## config.mk

```make
export PLATFORM = sky130hd
export DESIGN_NAME = quat_keyframe_conditioner
export DESIGN_NICKNAME = d
export VERILOG_FILES = /design/src/design/qkc_pkg.sv /design/src/design/qkc_in_stage.sv /design/src/design/qkc_core.sv /design/src/design/qkc_out_stage.sv /design/src/design/quat_keyframe_conditioner.sv
export SDC_FILE = /design/constraint.sdc
export NUM_CORES = 2
export LEC_CHECK = 0
export ABC_AREA = 1
export BUFFER_PORTS_ARGS = -buffer_cell sky130_fd_sc_hd__clkbuf_2
export CAP_MARGIN = 20
export CORE_ASPECT_RATIO = 1.25
export CORE_MARGIN = 2
export CORE_UTILIZATION = 59
export CTS_CLUSTER_DIAMETER = 80
export DETAILED_ROUTE_END_ITERATION = 8
export GPL_TIMING_DRIVEN = 0
export HOLD_SLACK_MARGIN = 0.12
export PLACE_DENSITY = 0.9
export SETUP_SLACK_MARGIN = 0.1
export SYNTH_ARGS = -nofsm -noshare
export SYNTH_HDL_FRONTEND = slang
export SYNTH_SLANG_ARGS = --single-unit
```

## constraint.sdc

```tcl
create_clock -name i_clk -period 8.8 [get_ports i_clk]
set_input_delay 0.44 -clock i_clk [delete_from_list [all_inputs] [get_ports i_clk]]
set_output_delay 0.44 -clock i_clk [all_outputs]
set_load 0.02 [all_outputs]
```

## src/design/qkc_pkg.sv

```systemverilog
// Shared types and constants of the quaternion keyframe conditioner.
package qkc_pkg;

    localparam int QUAT_W      = 16;
    localparam int TIME_W      = 32;
    localparam int LEN_W       = 31;
    localparam int DOT_W       = 2 * QUAT_W + 2;
    localparam int IN_DATA_W   = 96;
    localparam int IN_USER_W   = 2;
    localparam int OUT_DATA_W  = 128;
    localparam int OUT_USER_W  = 2;

    typedef enum logic {
        OP_KEYFRAME = 1'b0,
        OP_END_ANIM = 1'b1
    } t_op;

    typedef logic signed [QUAT_W-1:0] t_quat;
    typedef logic signed [TIME_W-1:0] t_time;

    typedef struct packed {
        t_op                operation;
        t_quat              rot_x;
        t_quat              rot_y;
        t_quat              rot_z;
        t_quat              rot_w;
        t_time              abs_time;
        logic               first_of_sequence;
        logic               last_of_sequence;
    } t_in_item;

    typedef struct packed {
        logic               is_total;
        t_quat              out_x;
        t_quat              out_y;
        t_quat              out_z;
        t_quat              out_w;
        t_time              delta_time;
        logic               flipped;
        logic [LEN_W-1:0]   total_length;
    } t_out_item;

    typedef struct packed {
        logic               valid;
        logic               advance;
    } t_stage_ctl;

endpackage

```

## src/design/qkc_in_stage.sv

```systemverilog
// Input register stage that holds one accepted item for the core.
module qkc_in_stage (
    input  logic            i_clk,
    input  logic            i_rst_n,
    input  logic            i_valid,
    output logic            o_ready,
    input  qkc_pkg::t_in_item i_item,
    input  logic            i_advance,
    output qkc_pkg::t_stage_ctl o_ctl,
    output qkc_pkg::t_in_item o_item
);
    import qkc_pkg::*;

    logic     r_valid;
    logic     n_valid;
    t_in_item r_item;

    assign o_ready = !r_valid || i_advance;

    always_comb begin
        if (i_valid && o_ready) begin
            n_valid = 1'b1;
        end else if (i_advance) begin
            n_valid = 1'b0;
        end else begin
            n_valid = r_valid;
        end
    end

    always_ff @(posedge i_clk) begin
        if (!i_rst_n) begin
            r_valid <= 1'b0;
        end else begin
            r_valid <= n_valid;
        end
    end

    always_ff @(posedge i_clk) begin
        if (i_valid && o_ready) begin
            r_item <= i_item;
        end
    end

    assign o_ctl.valid   = r_valid;
    assign o_ctl.advance = i_advance;
    assign o_item        = r_item;

endmodule

```

## src/design/qkc_core.sv

```systemverilog
// Hemisphere test, delta time and running length with the per-sequence state.
module qkc_core (
    input  logic              i_clk,
    input  logic              i_rst_n,
    input  qkc_pkg::t_stage_ctl i_ctl,
    input  qkc_pkg::t_in_item i_item,
    output qkc_pkg::t_out_item o_result
);
    import qkc_pkg::*;

    t_quat              r_prev_x, r_prev_y, r_prev_z, r_prev_w;
    t_time              r_prev_time;
    logic               r_have_prev;
    logic [LEN_W-1:0]   r_max_len;

    logic signed [2*QUAT_W-1:0] w_prod_x, w_prod_y, w_prod_z, w_prod_w;
    logic signed [DOT_W-1:0]    w_dot;
    logic signed [TIME_W:0]     w_diff;
    t_time                      w_delta;
    logic                       w_first;
    logic                       w_flip;
    logic                       w_raise;
    t_quat                      w_qx, w_qy, w_qz, w_qw;
    logic                       w_end;

    assign w_end   = (i_item.operation == OP_END_ANIM);
    assign w_first = i_item.first_of_sequence || !r_have_prev;

    assign w_prod_x = r_prev_x * i_item.rot_x;
    assign w_prod_y = r_prev_y * i_item.rot_y;
    assign w_prod_z = r_prev_z * i_item.rot_z;
    assign w_prod_w = r_prev_w * i_item.rot_w;
    assign w_dot = DOT_W'(w_prod_x) + DOT_W'(w_prod_y)
                 + DOT_W'(w_prod_z) + DOT_W'(w_prod_w);

    assign w_flip = !w_first && w_dot[DOT_W-1];

    assign w_qx = w_flip ? -i_item.rot_x : i_item.rot_x;
    assign w_qy = w_flip ? -i_item.rot_y : i_item.rot_y;
    assign w_qz = w_flip ? -i_item.rot_z : i_item.rot_z;
    assign w_qw = w_flip ? -i_item.rot_w : i_item.rot_w;

    assign w_diff = (TIME_W+1)'(i_item.abs_time) - (TIME_W+1)'(r_prev_time);

    always_comb begin
        if (w_first) begin
            w_delta = i_item.abs_time;
        end else if (w_diff[TIME_W] != w_diff[TIME_W-1]) begin
            w_delta = w_diff[TIME_W] ? {1'b1, {(TIME_W-1){1'b0}}}
                                     : {1'b0, {(TIME_W-1){1'b1}}};
        end else begin
            w_delta = w_diff[TIME_W-1:0];
        end
    end

    assign w_raise = i_item.last_of_sequence && !i_item.abs_time[TIME_W-1]
                  && (i_item.abs_time[LEN_W-1:0] > r_max_len);

    always_comb begin
        if (w_end) begin
            o_result.is_total     = 1'b1;
            o_result.out_x        = '0;
            o_result.out_y        = '0;
            o_result.out_z        = '0;
            o_result.out_w        = '0;
            o_result.delta_time   = '0;
            o_result.flipped      = 1'b0;
            o_result.total_length = r_max_len;
        end else begin
            o_result.is_total     = 1'b0;
            o_result.out_x        = w_qx;
            o_result.out_y        = w_qy;
            o_result.out_z        = w_qz;
            o_result.out_w        = w_qw;
            o_result.delta_time   = w_delta;
            o_result.flipped      = w_flip;
            o_result.total_length = '0;
        end
    end

    always_ff @(posedge i_clk) begin
        if (!i_rst_n) begin
            r_prev_x    <= '0;
            r_prev_y    <= '0;
            r_prev_z    <= '0;
            r_prev_w    <= '0;
            r_prev_time <= '0;
            r_have_prev <= 1'b0;
            r_max_len   <= '0;
        end else if (i_ctl.valid && i_ctl.advance) begin
            if (w_end) begin
                r_have_prev <= 1'b0;
                r_max_len   <= '0;
            end else begin
                r_prev_x    <= w_qx;
                r_prev_y    <= w_qy;
                r_prev_z    <= w_qz;
                r_prev_w    <= w_qw;
                r_prev_time <= i_item.abs_time;
                r_have_prev <= 1'b1;
                if (w_raise) begin
                    r_max_len <= i_item.abs_time[LEN_W-1:0];
                end
            end
        end
    end

endmodule

```

## src/design/qkc_out_stage.sv

```systemverilog
// Result register that holds one finished item until the consumer takes it.
module qkc_out_stage (
    input  logic               i_clk,
    input  logic               i_rst_n,
    input  logic               i_load,
    input  qkc_pkg::t_out_item i_result,
    output logic               o_ready,
    output logic               o_valid,
    input  logic               i_ready,
    output qkc_pkg::t_out_item o_result
);
    import qkc_pkg::*;

    logic      r_valid;
    logic      n_valid;
    t_out_item r_result;

    assign o_ready = !r_valid || i_ready;

    always_comb begin
        if (i_load) begin
            n_valid = 1'b1;
        end else if (i_ready) begin
            n_valid = 1'b0;
        end else begin
            n_valid = r_valid;
        end
    end

    always_ff @(posedge i_clk) begin
        if (!i_rst_n) begin
            r_valid <= 1'b0;
        end else begin
            r_valid <= n_valid;
        end
    end

    always_ff @(posedge i_clk) begin
        if (i_load) begin
            r_result <= i_result;
        end
    end

    assign o_valid  = r_valid;
    assign o_result = r_result;

endmodule

```

## src/design/quat_keyframe_conditioner.sv

```systemverilog
// Top level of the quaternion keyframe conditioner.
// The input register holds an accepted item and passes it on into the result register
// when the result register can take it; the consumer then takes the result from there.
// Throughput: one item per cycle while m_axis_tready stays high, set by the combinational
// dot product and the state update between the input register and the result register.
// Reset clears the previous quaternion and time, the have-previous flag,
// the running maximum length and both stage valid flags.
module quat_keyframe_conditioner (
    input  logic                               i_clk,
    input  logic                               i_rst_n,
    input  logic                               s_axis_tvalid,
    output logic                               s_axis_tready,
    // rot_x, rot_y, rot_z, rot_w, abs_time
    input  logic [qkc_pkg::IN_DATA_W-1:0]      s_axis_tdata,
    // operation, first_of_sequence
    input  logic [qkc_pkg::IN_USER_W-1:0]      s_axis_tuser,
    // last_of_sequence
    input  logic                               s_axis_tlast,
    output logic                               m_axis_tvalid,
    input  logic                               m_axis_tready,
    // out_x, out_y, out_z, out_w, delta_time, total_length, one zero pad bit
    output logic [qkc_pkg::OUT_DATA_W-1:0]     m_axis_tdata,
    // is_total, flipped
    output logic [qkc_pkg::OUT_USER_W-1:0]     m_axis_tuser
);
    import qkc_pkg::*;

    t_in_item   w_in_item;
    t_in_item   w_stage_item;
    t_stage_ctl w_ctl;
    t_out_item  w_core_result;
    t_out_item  w_out_result;
    logic       w_out_ready;
    logic       w_advance;

    assign w_in_item.operation         = t_op'(s_axis_tuser[0]);
    assign w_in_item.rot_x             = s_axis_tdata[15:0];
    assign w_in_item.rot_y             = s_axis_tdata[31:16];
    assign w_in_item.rot_z             = s_axis_tdata[47:32];
    assign w_in_item.rot_w             = s_axis_tdata[63:48];
    assign w_in_item.abs_time          = s_axis_tdata[95:64];
    assign w_in_item.first_of_sequence = s_axis_tuser[1];
    assign w_in_item.last_of_sequence  = s_axis_tlast;

    assign w_advance = w_ctl.valid && w_out_ready;

    qkc_in_stage u_in_stage (
        .i_clk     (i_clk),
        .i_rst_n   (i_rst_n),
        .i_valid   (s_axis_tvalid),
        .o_ready   (s_axis_tready),
        .i_item    (w_in_item),
        .i_advance (w_advance),
        .o_ctl     (w_ctl),
        .o_item    (w_stage_item)
    );

    qkc_core u_core (
        .i_clk    (i_clk),
        .i_rst_n  (i_rst_n),
        .i_ctl    (w_ctl),
        .i_item   (w_stage_item),
        .o_result (w_core_result)
    );

    qkc_out_stage u_out_stage (
        .i_clk    (i_clk),
        .i_rst_n  (i_rst_n),
        .i_load   (w_advance),
        .i_result (w_core_result),
        .o_ready  (w_out_ready),
        .o_valid  (m_axis_tvalid),
        .i_ready  (m_axis_tready),
        .o_result (w_out_result)
    );

    assign m_axis_tdata = {1'b0,
                           w_out_result.total_length,
                           w_out_result.delta_time,
                           w_out_result.out_w,
                           w_out_result.out_z,
                           w_out_result.out_y,
                           w_out_result.out_x};
    assign m_axis_tuser = {w_out_result.flipped, w_out_result.is_total};

endmodule
```

==> metrics.csv <==
metric;value;unit
hold_path_end;u_in_stage.r_valid$_SDFFE_PN0P_;
viasPerCell;5.73;
r2r-start;u_in_stage.o_item[53]$_DFFE_PP_;
die_area;102000;sq um
arrival;9.71;ns
worst-r2r-setup-slack;-0.45;ns
start_kind;flop;
io_buffers;232;
cpMostUsedCell;fa_2;
h-tree-depth;2;
synth_cell_types;48;
fin_skew;0.0490;ns
crit_path_top_delay_cell;fa_2;
hold_path.class;in2reg;
fin_crit_sh;105;%
clock_latency;0.68;ns
clk_pin_slew;0.08;ns
post_route_cells_drive_above_1_share;15.7;%
vias;49000;
dp_hpwl;175000;um
reg2reg_to;u_out_stage.o_result[121]$_SDFFCE_PP0P_;
grt_max_degree;67;
synth_edf_count;228;
clockRootBuffer;clkbuf_16;
drtAntennaViolNets;0;
start_util;59.3;%
setup_viol;121;
final_common_cell;inv_1;
worstMarginPinSlew;1.36;ns
ios;235;
slew_headroom;9.65;%
core_area;98600;sq um
hold_viol_final;0;
status;complete, but fails checks;
cts_buffer_depth;3;
fill_cells;7216;
yosysWarnings;0;
endpoint_kind;flop;
grt.total_usage;44.2;%
rsz0062_at_grt;true;
utilization;69.2;%
slowest_delay;0.66;ns
finalMaxSlewViolations;0;
wl_per_cell;26.5;um
drt_wl_total;226000;um
crit_family;adder cells;
die_x;286;um
rr_worst_depth;29;
antenna_found_initial;10;
synth.cell_area;58500;sq um
setup_tns;-39.05;ns
gp_congestion;1.07;
hold_start;s_axis_tvalid;
cp_max_fo;10;
critPathRequiredTime;9.26;ns
preCtsSetupSlack;-2.30;ns
path_buf_inv;7;
drtIter0Drc;5016;
cts_made_buffers;44;
layout_setup_ws;-0.450;ns
yosysSeqAreaShare;16.1;%
cts_tree;built;
syn2layout_area_growth;16.7;%
rows;129;
die_h;356;um
drc;0;
cts.sinks;358;
synth_ff_type;edfxtp_1;
nets;8876;
grt_pass1_wl;323000;um
max_freq;108;MHz
drv_cap;0;
min_path_cells;3;
grt_pass1_vias;52600;
post-route-min-period;9.25;ns
criticalPathCategory;reg2reg;
violations;negative setup slack;
synth_seq_cells;358;
final_cell_mix;2011 x inv_1, 1382 x nand2_1, 1207 x fa_1;
syn_avg_cell_area;8.74;sq um
netlist_instances;6696;
dr.pass1.iters;8;
synthArstFlopShare;0;%
syn_nets;8375;
overflow;0;
-- stage by stage --
stage,cells,hold WS [ns],area (sq um)
after floorplan,6696,0.424,58500
after global placement,8238,0.430,61300
final,8552,0.177,68300
after global routing,8544,0.204,68300
after CTS,8483,0.161,66500
after detailed placement,8245,0.447,61500
-- layout make-up --
| type | instances | area, sq um | share of cell area [%] |
|---|---|---|---|
| plain buffers | 287 | 2310 | 3.39 |
| inverters | 2065 | 7800 | 11.4 |
| clock inverters | 31 | 438 | 0.641 |
| multi-input cells | 3932 | 41600 | 60.9 |
| flip-flops and latches | 358 | 9490 | 13.9 |
| diodes | 9 | 22.5 | 0.0330 |
| well taps | 1310 | 1640 | 2.40 |
| clock buffers | 51 | 1160 | 1.70 |
| repair buffers | 509 | 3860 | 5.65 |
-- worst max-delay path by stage --
stage                                startpoint                                 endpoint  slack [ns]  cells past startpoint
2_1_floorplan   u_in_stage.o_item[87]$_DFFE_PP_   u_out_stage.o_result[69]$_SDFFCE_PP0P_        0.55                     31
3_3_place_gp    u_in_stage.o_item[69]$_DFFE_PP_   u_out_stage.o_result[68]$_SDFFCE_PP0P_       -2.21                     30
3_5_place_dp    u_in_stage.o_item[69]$_DFFE_PP_   u_out_stage.o_result[68]$_SDFFCE_PP0P_       -2.30                     30
4_1_cts        u_core.r_prev_y[15]$_SDFFE_PN0P_  u_out_stage.o_result[111]$_SDFFCE_PP0P_       -0.15                     31
5_1_grt         u_core.r_prev_y[7]$_SDFFE_PN0P_  u_out_stage.o_result[105]$_SDFFCE_PP0P_       -0.50                     29
6_report        u_in_stage.o_item[53]$_DFFE_PP_  u_out_stage.o_result[121]$_SDFFCE_PP0P_       -0.45                     29
-- worst min-delay path, cell delays in order --
cell and delay [ns]:
clkbuf_2 0.08, nand2_1 0.14, a21oi_1 0.10
-- logic make-up after synthesis --
group           Yosys count  synth area share, %
buf+inv                2406                 15.6
simple gates           1880                 13.3
fa+ha+maj              1576                 50.0
compound gates          386                 3.64
flops                   358                 16.1
xor+xnor                 89                 1.34
other cells               1              0.00641
-- flip-flops by register name (all words and copies together) (netlist names) --
name and count:
u_core.r_have_prev 1, u_core.r_max_len 31, u_core.r_prev_time 32, u_core.r_prev_y 16, u_core.r_prev_x 16, u_in_stage.r_valid 1
u_core.r_prev_z 16, u_out_stage.o_result 129, u_core.r_prev_w 16, u_out_stage.o_valid 1, u_in_stage.o_item 99
-- Yosys cell counts, types with 2 or more instances --
| master | count | area (sq um) |
|---|---|---|
| a21oi_1 | 244 | 1220 |
| dfxtp_1 | 130 | 2600 |
| nand2_2 | 22 | 138 |
| buf_1 | 53 | 199 |
| buf_2 | 24 | 120 |
| a21oi_2 | 12 | 105 |
| xnor2_1 | 29 | 254 |
| o21a_1 | 32 | 240 |
| nor2_1 | 103 | 387 |
| fa_1 | 1269 | 25400 |
| or2_2 | 3 | 18.8 |
| a31oi_1 | 2 | 12.5 |
| ha_1 | 307 | 3840 |
| edfxtp_1 | 228 | 6850 |
| or4_1 | 2 | 15.0 |
| nand3b_1 | 7 | 52.6 |
| o21ai_0 | 65 | 325 |
| inv_1 | 2055 | 7710 |
| buf_8 | 2 | 30.0 |
| nor4_1 | 13 | 81.3 |
| xor2_1 | 59 | 517 |
| buf_6 | 6 | 67.6 |
| o21ai_1 | 7 | 35.0 |
| nor3_2 | 2 | 20.0 |
| clkbuf_1 | 252 | 946 |
| o21bai_1 | 5 | 37.5 |
| buf_4 | 3 | 22.5 |
| nor2_2 | 4 | 25.0 |
| nand4_1 | 18 | 113 |
| inv_2 | 9 | 33.8 |
| a21boi_0 | 2 | 15.0 |
| a21o_1 | 2 | 15.0 |
| nand3_2 | 41 | 410 |
| nor3_1 | 24 | 120 |
| nand3_1 | 167 | 836 |
| a211oi_1 | 3 | 22.5 |
| nand2_1 | 1471 | 5520 |
| o211ai_1 | 9 | 67.6 |
-- repair_timing --
item                                    4_1_cts  5_1_grt
hold buffers                                100        0
cloned                                        3        7
buffers inserted                            101       59
endpoints found under the setup margin      121      121
hold endpoints to repair                    100        0
gates resized for setup                     606      340
pin swaps                                    68       79
-- routing by layer --
layer | up-vias | global-route usage [%] | wire (um)
met3 | 1355 | 9.34 | 21700
met2 | 3532 | 74.9 | 108000
met4 | 4 | 42.2 | 28600
met5 | - | 0 | 28
li1 | 20100 | - | -
met1 | 24000 | 45.5 | 67900
Power is left out: the tool's default activity adds up to more than one toggle a clock period on the data nets, which glitch-free logic cannot reach.
